<file path="config.mk">
export PLATFORM = sky130hd
export DESIGN_NAME = flywheel_shot_drop_detector_top
export DESIGN_NICKNAME = d
export VERILOG_FILES = /design/src/hw/rtl/fsdd_pkg.sv /design/src/hw/rtl/flywheel_shot_drop_detector_top.sv
export VERILOG_INCLUDE_DIRS = /design/src /design/src/hw/rtl
export SDC_FILE = /design/constraint.sdc
export NUM_CORES = 2
export LEC_CHECK = 0
export BUFFER_PORTS_ARGS = -buffer_cell sky130_fd_sc_hd__buf_2
export CAP_MARGIN = 0
export CORE_MARGIN = 4
export CORE_UTILIZATION = 60
export CTS_BUF_LIST = sky130_fd_sc_hd__clkbuf_4
export CTS_CLUSTER_DIAMETER = 30
export DETAILED_ROUTE_END_ITERATION = 7
export PLACE_DENSITY = 0.8
export SLEW_MARGIN = 40
export SYNTH_ARGS = -nofsm -noshare
export SYNTH_HDL_FRONTEND = slang
export SYNTH_SLANG_ARGS = --single-unit
</file>
<file path="constraint.sdc">
create_clock -name aclk -period 14.06 [get_ports aclk]
set_input_delay 0.703 -clock aclk [delete_from_list [all_inputs] [get_ports aclk]]
set_output_delay 0.703 -clock aclk [all_outputs]
set_load 0.05 [all_outputs]
</file>
<file path="src/hw/rtl/flywheel_shot_drop_detector_top_defines.svh">
// Assertion macros shared by the flywheel shot-drop detector RTL.
`ifndef FLYWHEEL_SHOT_DROP_DETECTOR_TOP_DEFINES_SVH
`define FLYWHEEL_SHOT_DROP_DETECTOR_TOP_DEFINES_SVH

// Same-cycle implication, switched off while reset is held.
`define FSDD_ASSERT_IMPLIES(name, clk, rstn, ante, cons) \
    name: assert property (@(posedge clk) disable iff (!(rstn)) (ante) |-> (cons)) \
        else $error("fsdd: same-cycle check failed");

// Next-cycle implication, switched off while reset is held.
`define FSDD_ASSERT_NEXT(name, clk, rstn, ante, cons) \
    name: assert property (@(posedge clk) disable iff (!(rstn)) (ante) |=> (cons)) \
        else $error("fsdd: next-cycle check failed");

`endif

</file>
<file path="src/hw/rtl/fsdd_pkg.sv">
// Types and constants of the flywheel shot-drop detector.
`timescale 1ns / 1ps
package fsdd_pkg;

    localparam int SPEED_WIDTH = 16;
    localparam int MAG_W       = SPEED_WIDTH + 1;   // |a| + |b|, speed units
    localparam int FRAC_W      = 15;                // magnitude to baseline scale
    localparam int VAL_W       = MAG_W + FRAC_W;    // baseline, 15 fractional bits
    localparam int DROP_W      = VAL_W + 1;         // signed drop
    localparam int GAIN_W      = 17;
    localparam int CFG_W       = 17;
    localparam int COUNT_W     = 32;

    localparam logic [GAIN_W-1:0] Q16_ONE = 17'h10000;

    typedef logic [2:0] cfg_index_t;

    localparam cfg_index_t CFG_RISE_GAIN    = 3'd0;
    localparam cfg_index_t CFG_FALL_GAIN    = 3'd1;
    localparam cfg_index_t CFG_FIRE_THRESH  = 3'd2;
    localparam cfg_index_t CFG_MIN_SLOPE    = 3'd3;
    localparam cfg_index_t CFG_RECOVER_FRAC = 3'd4;
    localparam cfg_index_t CFG_SAFE_THRESH  = 3'd5;
    localparam cfg_index_t CFG_COOLDOWN     = 3'd6;
    localparam cfg_index_t CFG_TIMEOUT      = 3'd7;

    typedef struct packed {
        logic signed [SPEED_WIDTH-1:0] speed_a;
        logic signed [SPEED_WIDTH-1:0] speed_b;
    } fsdd_in_t;

    typedef struct packed {
        logic               shot_detected;
        logic [COUNT_W-1:0] shot_count;
    } fsdd_out_t;

endpackage

</file>
<file path="src/hw/rtl/flywheel_shot_drop_detector_top.sv">
// Flywheel shot-drop detector: magnitude sum, baseline tracking and shot counting.
`timescale 1ns / 1ps
// Usage
//   s_valid/s_ready/s_item carry one item: two signed speed samples.
//   m_valid/m_ready/m_item return one item per input item: a shot flag for
//   that sample and the running shot total (wraps at 2^32).
//   cfg_wr_en/cfg_index/cfg_wdata write one setting per cycle; write only
//   while no item is in flight.
// Timing
//   An accepted item is taken into the input register and then into the
//   result register, which drives m_item. One item per cycle is sustained
//   while m_ready stays high: the input register takes |a| + |b|, and the
//   single update stage (one baseline multiply and one peak-drop multiply,
//   in parallel) writes state and the result register together.
// Stalls
//   If m_ready is low the result register holds; the input register takes
//   one more item and then s_ready drops until the result is taken.
// Reset
//   aresetn low (synchronous) empties both registers, clears the detector
//   state and shot total, and loads the default settings.
`include "flywheel_shot_drop_detector_top_defines.svh"
module flywheel_shot_drop_detector_top
    import fsdd_pkg::*;
#(
    parameter int TICK_WIDTH = 16
) (
    input  logic             aclk,
    input  logic             aresetn,
    input  logic             cfg_wr_en,
    input  cfg_index_t       cfg_index,
    input  logic [CFG_W-1:0] cfg_wdata,
    input  logic             s_valid,
    output logic             s_ready,
    input  fsdd_in_t         s_item,
    output logic             m_valid,
    input  logic             m_ready,
    output fsdd_out_t        m_item
);

    localparam int CNT_W = (TICK_WIDTH > 16) ? TICK_WIDTH : 16;
    localparam logic [TICK_WIDTH-1:0] TICK_MAX = '1;

    // settings
    logic [GAIN_W-1:0] rise_gain_reg, fall_gain_reg;
    logic [15:0]       fire_thresh_reg, min_slope_reg, recover_reg;
    logic [15:0]       safe_thresh_reg, cooldown_reg, timeout_reg;

    // pipeline control
    logic in_v_reg, out_v_reg, advance;

    // input register: summed magnitude
    logic [MAG_W-1:0] mag_reg, mag_next;
    logic signed [MAG_W-1:0] sa_ext, sb_ext;
    logic [MAG_W-1:0] abs_a, abs_b;

    // detector state
    logic                     seeded_reg, seeded_next;
    logic [VAL_W-1:0]         baseline_reg, baseline_next;
    logic [MAG_W-1:0]         prev_reg, prev_next;
    logic signed [DROP_W-1:0] peak_reg, peak_next;
    logic                     armed_reg, armed_next;
    logic [TICK_WIDTH-1:0]    cool_reg, cool_next;
    logic [TICK_WIDTH-1:0]    ticks_reg, ticks_next;
    logic [COUNT_W-1:0]       shots_total_reg, shots_total_next;
    logic                     shot_next;
    fsdd_out_t                out_reg;

    // datapath
    logic [VAL_W-1:0]           val;
    logic [GAIN_W-1:0]          gain_raw, gain;
    logic signed [VAL_W:0]      diff;
    logic signed [VAL_W+18:0]   base_prod;
    logic signed [VAL_W+18:0]   base_step;
    logic [VAL_W-1:0]           base_upd;
    logic signed [DROP_W-1:0]   drop;
    logic signed [MAG_W:0]      slope;
    logic [GAIN_W-1:0]          keep_frac;
    logic signed [DROP_W+15:0]  drop_sh;
    logic signed [DROP_W+17:0]  peak_k;
    logic                       drop_gt_peak, arm_hit, rel_hit, abs_hit, timeout_hit;
    logic [TICK_WIDTH-1:0]      ticks_inc, cd_sat;
    logic [CNT_W-1:0]           cd_wide, tick_max_wide;

    assign advance = in_v_reg && (!out_v_reg || m_ready);
    assign s_ready = !in_v_reg || advance;
    assign m_valid = out_v_reg;
    assign m_item  = out_reg;

    // |a| + |b| on the way in
    always_comb begin
        sa_ext   = MAG_W'(s_item.speed_a);
        sb_ext   = MAG_W'(s_item.speed_b);
        abs_a    = sa_ext[MAG_W-1] ? MAG_W'(-sa_ext) : MAG_W'(sa_ext);
        abs_b    = sb_ext[MAG_W-1] ? MAG_W'(-sb_ext) : MAG_W'(sb_ext);
        mag_next = abs_a + abs_b;
    end

    // baseline: B + floor(g * (V - B) / 2^16)
    always_comb begin
        val       = {mag_reg, {FRAC_W{1'b0}}};
        gain_raw  = (val > baseline_reg) ? rise_gain_reg : fall_gain_reg;
        gain      = (gain_raw > Q16_ONE) ? Q16_ONE : gain_raw;
        diff      = $signed({1'b0, val}) - $signed({1'b0, baseline_reg});
        base_prod = $signed({1'b0, gain}) * diff;
        base_step = base_prod >>> 16;
        base_upd  = baseline_reg + base_step[VAL_W-1:0];
        drop      = $signed({1'b0, base_upd}) - $signed({1'b0, val});
        slope     = $signed({1'b0, prev_reg}) - $signed({1'b0, mag_reg});
    end

    // Peak only grows to the current drop, and then relative recovery cannot
    // fire, so the product uses the stored peak and runs beside the baseline.
    always_comb begin
        keep_frac    = Q16_ONE - {1'b0, recover_reg};
        drop_sh      = $signed({drop, 16'd0});
        peak_k       = peak_reg * $signed({1'b0, keep_frac});
        drop_gt_peak = drop > peak_reg;
        arm_hit      = (drop > $signed(DROP_W'({fire_thresh_reg, {FRAC_W{1'b0}}})))
                    && (slope > $signed(min_slope_reg));
        rel_hit      = !drop_gt_peak && (drop_sh < peak_k);
        abs_hit      = drop < $signed(DROP_W'({safe_thresh_reg, {FRAC_W{1'b0}}}));
        ticks_inc    = (ticks_reg != TICK_MAX) ? ticks_reg + 1'b1 : ticks_reg;
        timeout_hit  = CNT_W'(ticks_inc) >= CNT_W'(timeout_reg);
        cd_wide       = CNT_W'(cooldown_reg);
        tick_max_wide = CNT_W'(TICK_MAX);
        cd_sat       = (cd_wide > tick_max_wide) ? TICK_MAX : cd_wide[TICK_WIDTH-1:0];
    end

    // state update
    always_comb begin
        seeded_next      = seeded_reg;
        baseline_next    = baseline_reg;
        prev_next        = prev_reg;
        peak_next        = peak_reg;
        armed_next       = armed_reg;
        cool_next        = cool_reg;
        ticks_next       = ticks_reg;
        shots_total_next = shots_total_reg;
        shot_next        = 1'b0;
        if (!seeded_reg) begin
            // first item seeds only
            seeded_next   = 1'b1;
            baseline_next = val;
            prev_next     = mag_reg;
            peak_next     = '0;
            cool_next     = '0;
        end else begin
            baseline_next = base_upd;
            prev_next     = mag_reg;
            if (cool_reg != '0) begin
                cool_next  = cool_reg - 1'b1;
                armed_next = 1'b0;
            end else if (!armed_reg) begin
                if (arm_hit) begin
                    armed_next = 1'b1;
                    peak_next  = drop;
                    ticks_next = '0;
                end
            end else begin
                ticks_next = ticks_inc;
                peak_next  = drop_gt_peak ? drop : peak_reg;
                if (rel_hit || abs_hit) begin
                    armed_next       = 1'b0;
                    shots_total_next = shots_total_reg + 1'b1;
                    cool_next        = cd_sat;
                    peak_next        = '0;
                    shot_next        = 1'b1;
                end else if (timeout_hit) begin
                    armed_next = 1'b0;
                    peak_next  = '0;
                end
            end
        end
    end

    // settings port
    always_ff @(posedge aclk) begin
        if (!aresetn) begin
            rise_gain_reg   <= 17'd6554;
            fall_gain_reg   <= 17'd655;
            fire_thresh_reg <= 16'd400;
            min_slope_reg   <= 16'd20;
            recover_reg     <= 16'd32768;
            safe_thresh_reg <= 16'd100;
            cooldown_reg    <= 16'd20;
            timeout_reg     <= 16'd200;
        end else if (cfg_wr_en) begin
            case (cfg_index)
                CFG_RISE_GAIN:    rise_gain_reg   <= cfg_wdata;
                CFG_FALL_GAIN:    fall_gain_reg   <= cfg_wdata;
                CFG_FIRE_THRESH:  fire_thresh_reg <= cfg_wdata[15:0];
                CFG_MIN_SLOPE:    min_slope_reg   <= cfg_wdata[15:0];
                CFG_RECOVER_FRAC: recover_reg     <= cfg_wdata[15:0];
                CFG_SAFE_THRESH:  safe_thresh_reg <= cfg_wdata[15:0];
                CFG_COOLDOWN:     cooldown_reg    <= cfg_wdata[15:0];
                CFG_TIMEOUT:      timeout_reg     <= cfg_wdata[15:0];
                default: ;
            endcase
        end
    end

    // input register
    always_ff @(posedge aclk) begin
        if (!aresetn) begin
            in_v_reg <= 1'b0;
        end else if (s_valid && s_ready) begin
            in_v_reg <= 1'b1;
        end else if (advance) begin
            in_v_reg <= 1'b0;
        end
    end

    always_ff @(posedge aclk) begin
        if (s_valid && s_ready) begin
            mag_reg <= mag_next;
        end
    end

    // state and result register
    always_ff @(posedge aclk) begin
        if (!aresetn) begin
            out_v_reg       <= 1'b0;
            seeded_reg      <= 1'b0;
            baseline_reg    <= '0;
            prev_reg        <= '0;
            peak_reg        <= '0;
            armed_reg       <= 1'b0;
            cool_reg        <= '0;
            ticks_reg       <= '0;
            shots_total_reg <= '0;
        end else begin
            if (advance) begin
                out_v_reg       <= 1'b1;
                seeded_reg      <= seeded_next;
                baseline_reg    <= baseline_next;
                prev_reg        <= prev_next;
                peak_reg        <= peak_next;
                armed_reg       <= armed_next;
                cool_reg        <= cool_next;
                ticks_reg       <= ticks_next;
                shots_total_reg <= shots_total_next;
            end else if (m_ready) begin
                out_v_reg <= 1'b0;
            end
        end
    end

    always_ff @(posedge aclk) begin
        if (advance) begin
            out_reg.shot_detected <= shot_next;
            out_reg.shot_count    <= shots_total_next;
        end
    end

    // checks
    `FSDD_ASSERT_NEXT(a_count_step, aclk, aresetn, advance, m_item.shot_count == $past(shots_total_reg) + COUNT_W'($past(shot_next)))
    `FSDD_ASSERT_IMPLIES(a_armed_no_cool, aclk, aresetn, armed_reg, cool_reg == '0)
    `FSDD_ASSERT_IMPLIES(a_unseeded_idle, aclk, aresetn, !seeded_reg, !armed_reg && shots_total_reg == '0)

endmodule
</file>
After elaboration in Yosys (flattened, before gate mapping)

Cells that the tools add are included.

Add/sub/neg operators: 11
Shift-type cells: 0
Multiply operators: 2
Equality and inequality tests: 13
Order comparisons: 9
Muxes and demuxes: 34
Reduce and logical (&&, ||, !) cells: 28
Div/mod/pow operators: 0
Bitwise logic cells: 3

Operator list:

| kind                                                                 | number |
|---|---|
| 33-bit two-way mux                                                   | 7 |
| 32-bit two-way mux                                                   | 5 |
| 16-bit two-way mux                                                   | 8 |
| 17-bit two-way mux                                                   | 4 |
| 32-bit by 32-bit subtractor with 33-bit output                       | 2 |
| 49-bit by 51-bit less-than comparator with 1-bit output              | 1 |
| 33-bit by 18-bit multiplier with 51-bit output                       | 1 |
| 18-bit by 33-bit multiplier with 48-bit output                       | 1 |
| 16-bit negation with 17-bit output                                   | 2 |
| 33-bit by 32-bit greater-than comparator with 1-bit output           | 1 |
| 33-bit greater-than comparator                                       | 1 |
| 33-bit by 32-bit less-than comparator with 1-bit output              | 1 |
| 32-bit by 1-bit adder with 32-bit output, second input constant      | 1 |
| 32-bit adder                                                         | 1 |
| 32-bit greater-than comparator                                       | 1 |
| 18-bit by 16-bit greater-than comparator with 1-bit output           | 1 |
| 2-bit AND reduction                                                  | 9 |
| 17-bit by 17-bit subtractor with 18-bit output                       | 1 |
| 17-bit adder                                                         | 1 |
| 17-bit greater-than comparator, second input constant                | 1 |
| 17-bit by 16-bit subtractor with 17-bit output, first input constant | 1 |
| 16-bit by 1-bit adder with 16-bit output, second input constant      | 1 |
| 16-bit >= comparator                                                 | 1 |
| 16-bit greater-than comparator, second input constant                | 1 |
| 19 further kinds                                                     | 46 |

RAM bits: 0
Latch bits: 0
Flip-flop bits (word level): 330
Memories kept: 0
Bits of input ports: 57
Output and inout port bits: 35
Logic and storage cells: 121
ROM bits: 0

Depth between registers and ports, before layout

Word-level depth: 15
Gate-level depth with buffers: 72
Depth with buffers taken out: 67

Least setup slack after synthesis

Ideal clock, no wire load.

Path kind: register -> register
Start: register baseline_reg[0]
End: register peak_reg[31]
Buffers on the path: 7
Required time: 13943 ps
Path slack: -1119 ps
Stages on the path, launching flop included: 69
Library setup time: 117 ps
Arrival time: 15062 ps
Clock period less this slack: 15179 ps
Cells stage by stage: dfxtp_1 -> clkbuf_1 -> inv_1 -> clkbuf_1 -> ha_1 -> nor3b_1 -> nand3_1 -> or4_1 -> clkbuf_1 -> and2_1 -> buf_2 -> mux2i_1 -> a21oi_1 -> or2_2 -> clkbuf_1 -> buf_2 -> nor2_1 -> fa_1 -> [33 not listed] -> a21oi_1 -> nand2_1 -> a31oi_1 -> xnor2_1 -> ha_1 -> and2_1 -> nand3_1 -> nor4_1 -> nand2_1 -> or4_1 -> or4_1 -> or4b_1 -> nor4_1 -> o21bai_1 -> a21oi_1 -> nor3_1 -> buf_2 -> a22o_1

Longest elaborated chain between the ends: 15
Elaborated cells on any way between the ends: 26
Those cells by class: add/sub: 3; mul: 1; order compare: 6; eq/ne: 2; mux: 9; reduce/logical: 5

RTL lines:

| what                                             | line                                   | RTL |
|---|---|---|
| from (decl)                                      | flywheel_shot_drop_detector_top.sv:58  | `logic [VAL_W-1:0] baseline_reg, baseline_next;` |
| from (signal assigned)                           | flywheel_shot_drop_detector_top.sv:235 | `baseline_reg <= baseline_next;` |
| 32-bit greater-than comparator                   | flywheel_shot_drop_detector_top.sv:101 | `gain_raw = (val > baseline_reg) ? rise_gain_reg : fall_gain_reg;` |
| 17-bit two-way mux                               | flywheel_shot_drop_detector_top.sv:101 |  |
| 17-bit greater-than comparator                   | flywheel_shot_drop_detector_top.sv:102 | `gain = (gain_raw > Q16_ONE) ? Q16_ONE : gain_raw;` |
| 17-bit two-way mux                               | flywheel_shot_drop_detector_top.sv:102 |  |
| 18-bit by 33-bit multiplier with 48-bit output   | flywheel_shot_drop_detector_top.sv:104 | `base_prod = $signed({1'b0, gain}) * diff;` |
| 32-bit adder *                                   | flywheel_shot_drop_detector_top.sv:106 | `base_upd = baseline_reg + base_step[VAL_W-1:0];` |
| 32-bit by 32-bit subtractor with 33-bit output * | flywheel_shot_drop_detector_top.sv:107 | `drop = $signed({1'b0, base_upd}) - $signed({1'b0, val});` |
| 33-bit greater-than comparator                   | flywheel_shot_drop_detector_top.sv:117 | `drop_gt_peak = drop > peak_reg;` |
| 1-bit logical NOT                                | flywheel_shot_drop_detector_top.sv:120 | `rel_hit = !drop_gt_peak && (drop_sh < peak_k);` |
| 1-bit logical AND                                | flywheel_shot_drop_detector_top.sv:120 |  |
| 1-bit logical OR                                 | flywheel_shot_drop_detector_top.sv:162 | `if (rel_hit \|\| abs_hit) begin` |
| 33-bit two-way mux                               | flywheel_shot_drop_detector_top.sv:162 |  |
| 33-bit two-way mux                               | flywheel_shot_drop_detector_top.sv:153 | `end else if (!armed_reg) begin` |
| 33-bit two-way mux                               | flywheel_shot_drop_detector_top.sv:150 | `if (cool_reg != '0) begin` |
| 33-bit two-way mux                               | flywheel_shot_drop_detector_top.sv:140 | `if (!seeded_reg) begin` |
| to (signal assigned)                             | flywheel_shot_drop_detector_top.sv:237 | `peak_reg <= peak_next;` |
| to (decl)                                        | flywheel_shot_drop_detector_top.sv:60  | `logic signed [DROP_W-1:0] peak_reg, peak_next;` |

Mark *: on every way between the ends. The rest lies on a longest branch, timed or not. The select of a mux whose other input is x is not followed.
A chain may end at the register's enable or synchronous reset.

Worst setup path in the final report

Start: register mag_reg[16]
End: register peak_reg[7]

Longest elaborated chain between the ends: 15
Elaborated cells on any way between the ends: 28
Those cells by class: add/sub: 4; mul: 1; order compare: 7; eq/ne: 2; mux: 9; reduce/logical: 5

RTL lines:

| what                                           | line                                   | RTL |
|---|---|---|
| from (decl)                                    | flywheel_shot_drop_detector_top.sv:52  | `logic [MAG_W-1:0] mag_reg, mag_next;` |
| from (signal assigned)                         | flywheel_shot_drop_detector_top.sv:215 | `mag_reg <= mag_next;` |
| 32-bit greater-than comparator                 | flywheel_shot_drop_detector_top.sv:101 |  |
| 17-bit two-way mux                             | flywheel_shot_drop_detector_top.sv:101 |  |
| 17-bit greater-than comparator                 | flywheel_shot_drop_detector_top.sv:102 |  |
| 17-bit two-way mux                             | flywheel_shot_drop_detector_top.sv:102 |  |
| 18-bit by 33-bit multiplier with 48-bit output | flywheel_shot_drop_detector_top.sv:104 |  |
| 32-bit adder                                   | flywheel_shot_drop_detector_top.sv:106 |  |
| 32-bit by 32-bit subtractor with 33-bit output | flywheel_shot_drop_detector_top.sv:107 |  |
| 33-bit greater-than comparator                 | flywheel_shot_drop_detector_top.sv:117 |  |
| 1-bit logical NOT                              | flywheel_shot_drop_detector_top.sv:120 |  |
| 1-bit logical AND                              | flywheel_shot_drop_detector_top.sv:120 |  |
| 1-bit logical OR                               | flywheel_shot_drop_detector_top.sv:162 |  |
| 33-bit two-way mux                             | flywheel_shot_drop_detector_top.sv:162 |  |
| 33-bit two-way mux                             | flywheel_shot_drop_detector_top.sv:153 |  |
| 33-bit two-way mux                             | flywheel_shot_drop_detector_top.sv:150 |  |
| 33-bit two-way mux                             | flywheel_shot_drop_detector_top.sv:140 |  |

Several ways; a longest one is shown, not always the timed one. The select of a mux whose other input is x is not followed.

==> flow_summary.ini <==
[clock_tree]
htreeDepth = 3
cts_root_buffer = clkbuf_4
cts_tree = done
ctsHoldBuffers = 0
clkLatencyLatePin_ps = 880
clock-sinks = 330
cts_buffers = 92
cts.reportedPaths.clkPinSlew_ps = 80
max-clock-path-buffers = 3

[logic_synthesis]
synth_compound_area_share_pct = 9.69
yosys-mux-area-fraction_pct = 0.989
yosysWarnings = 0
synth_top_family_by_area = adder cells
yosysUniqueCellTypes = 83
synth_flop_cell = dfxtp_1
synth_common_cells = 1,399 x inv_1, 1,177 x nand2_1, 1,054 x fa_1
synthArstFlopShare_pct = 0
syn_avg_cell_area_um2 = 8.47
ys_seq_elements = 330
yosysTopAreaCell = fa_1
syn_area_um2 = 59900
synthTopCellsByArea = fa_1 35%, ha_1 9.8%, dfxtp_1 9.4%
syn_nets = 8660
synth.most_common_cell = inv_1
synthSimpleGateAreaFrac_pct = 17.2
synth_top_area_share_pct = 35.2
synth_xor_area_share_pct = 4.32
synth_edf_count = 50
ys_seq_area_share_pct = 11.9
synthAdderAreaFrac_pct = 45.0
synth_cells = 7081

[worst_setup_path]
r2r_cells = 67
worstSetupPathType = reg -> reg
end_kind = flip-flop
crit_arrival_ps = 15680
setup.worst_path.start_class = flip-flop
rrSetupSlack_ps = -870
critPathRequiredTime_ps = 14810
r2r_end = peak_reg[7]
cp_slowest_cell = fa_1
cp_slowest_stage_delay_ps = 540
path_max_fanout = 8
cpMostUsedCell = a21oi_2
r2r_start = mag_reg[16]

[place]
place_congestion = 0.991
port_buffers = 91
dp.final_hpwl_um = 140000
dp_cells = 8746

[sta]
setup_viol = 131
fin_crit_ps = 14930
hold_viol_final = 0
maxSlewViolCount = 0
clock.fmax_mhz = 67.0
worstMarginPinSlew_ps = 897
rsz0062_at_grt = true
fin_tns_setup_ps = -93630
maxSlewHeadroom_pct = 40.1
layout_setup_ws_ps = -868
skew_ps = 76.8
period_share_pct = 106

[floorplan]
start_util_pct = 60.7
dieWidth_um = 324
ios = 92
die-area_um2 = 105000
rows = 115
fp.coreArea_um2 = 98700
fp.dieH_um = 324

[global_routing]
grt-ovfl-total = 0
grt_pass1_wl_um = 290000
first_global_vias = 54955
grt_max_degree = 129
antenna_found_initial = 10
grt_usage_pct = 35.1

[drt]
ant_nets = 0
drt_wl_total_um = 184000
dr.pass1.iters = 8
top_layer_used = met5
wl_met3_um = 18400
vias_per_cell = 5.84
wl_met1_um = 68400
wl_per_cell_um = 20.5
drcViolationCount = 0
drtIter0Drc = 4844
met2_length_um = 86200
vias = 52414

[final_layout]
fin_cells = 8972
fin_nets = 9191
layout-drive-gt1-share_pct = 16.1
area_growth_pct = 16.0

[hold_path]
hold_end = in_v_reg
hold_class = in -> reg
hp-start = s_valid
hold-path-cell-count = 3

[run]
cap_viol_max_count = 0

[run_status]
status = finished, violations left
violations = setup timing
-- logic make-up (layout without fill, tap and decap cells) --
kind of cell,after synthesis,in the layout
simple gates,2293,2293
compound gates,859,860
flops,330,330
xor+xnor,294,294
mux,59,59
fa+ha+maj,1524,1524
buf+inv,1722,2318
other cells,0,7
-- routing by layer --
layer | global-route usage [%] | vias up
li1 | - | 23015
met4 | 17.5 | 4
met2 | 57.7 | 2826
met1 | 45.0 | 25834
met5 | 0 | -
met3 | 6.55 | 735
-- how the worst max path moves through the flow --
stage | startpoint | end | slack [ps] | cells past startpoint
6_report | mag_reg[16] | peak_reg[7] | -870 | 67
4_1_cts | baseline_reg[0] | peak_reg[16] | -760 | 67
5_1_grt | baseline_reg[0] | peak_reg[7] | -1400 | 67
3_3_place_gp | mag_reg[11] | m_item[30] | -1180 | 67
3_5_place_dp | mag_reg[11] | peak_reg[0] | -1450 | 67
2_1_floorplan | mag_reg[5] | peak_reg[31] | 2 | 67
-- repair_timing --
| item | 4_1_cts | 5_1_grt |
|---|---|---|
| pin swaps | 77 | 59 |
| setup buffers | 40 | 19 |
| resized for setup | 268 | 134 |
| endpoints found under the setup margin | 131 | 131 |
| hold endpoints to repair | 0 | 0 |
| gates cloned | 12 | 1 |
-- final cells by class --
type                    instances  area, µm²
diodes                          7       17.5
clock buffers                 127        953
clock inverters                33        260
fillers                      7285      29200
inverters                    1399       5260
multi-input cells            5030      48300
flip-flops and latches        330       7120
well taps                    1287       1610
repair buffers                759       6030
-- per-stage QoR --
stage | utilization (%) | area (µm²) | hold WS, ps | setup WS (ps)
global route | 70.5 | 69500 | 152 | -1400
finish | 70.5 | 69500 | 154 | -868
global placement | 66.7 | 65800 | 452 | -1180
CTS | 69.7 | 68800 | 68.4 | -758
floorplan | - | 60200 | 440 | 1.90
detailed placement | 66.8 | 65900 | 459 | -1450
-- critical path, delay by kind of cell, from the launching register on --
kind | cells | cell delay [ps]
AO/OA/AOI/OAI | 26 | 4710
adder cells (fa/ha/maj) | 11 | 4420
AND/OR/NAND/NOR | 17 | 3730
buffers and inverters | 9 | 930
flip-flops | 1 | 410
XOR/XNOR | 3 | 370
multiplexers | 1 | 230
-- placed cells by master, fill, tap and decap left out, types with 14 or more instances in the layout --
| cell | synthesis | routed |
|---|---|---|
| a21oi_2 | 0 | 18 |
| clkbuf_4 | 0 | 127 |
| a22o_1 | 35 | 34 |
| a31oi_1 | 26 | 20 |
| a22oi_1 | 20 | 15 |
| fa_1 | 1054 | 1044 |
| a21o_1 | 102 | 102 |
| or3_1 | 25 | 23 |
| nand2b_1 | 68 | 65 |
| a21oi_1 | 174 | 149 |
| nor3_1 | 59 | 53 |
| nand4_1 | 38 | 38 |
| xnor2_1 | 206 | 161 |
| nor2b_1 | 54 | 51 |
| nand2_4 | 0 | 35 |
| buf_6 | 3 | 34 |
| o211ai_1 | 48 | 48 |
| dfxtp_1 | 280 | 267 |
| ha_1 | 468 | 458 |
| xnor2_2 | 0 | 38 |
| nand2_1 | 1177 | 1134 |
| and2_1 | 214 | 207 |
| and3_1 | 45 | 42 |
| o21bai_1 | 16 | 15 |
| o21ai_0 | 148 | 127 |
| edfxtp_1 | 50 | 50 |
| and4_1 | 17 | 17 |
| mux2i_1 | 57 | 49 |
| buf_4 | 0 | 602 |
| clkinv_1 | 0 | 14 |
| nor2_2 | 1 | 26 |
| xor2_1 | 87 | 81 |
| a21boi_0 | 134 | 132 |
| nor4_1 | 57 | 53 |
| nor2_1 | 404 | 369 |
| inv_1 | 1399 | 1394 |
| buf_2 | 36 | 91 |
| nand3_1 | 82 | 69 |
| buf_12 | 0 | 21 |
| o21a_1 | 40 | 40 |
Power is not shown: default switching activity piles up to over one toggle a cycle in this logic, so the estimate is an artifact.
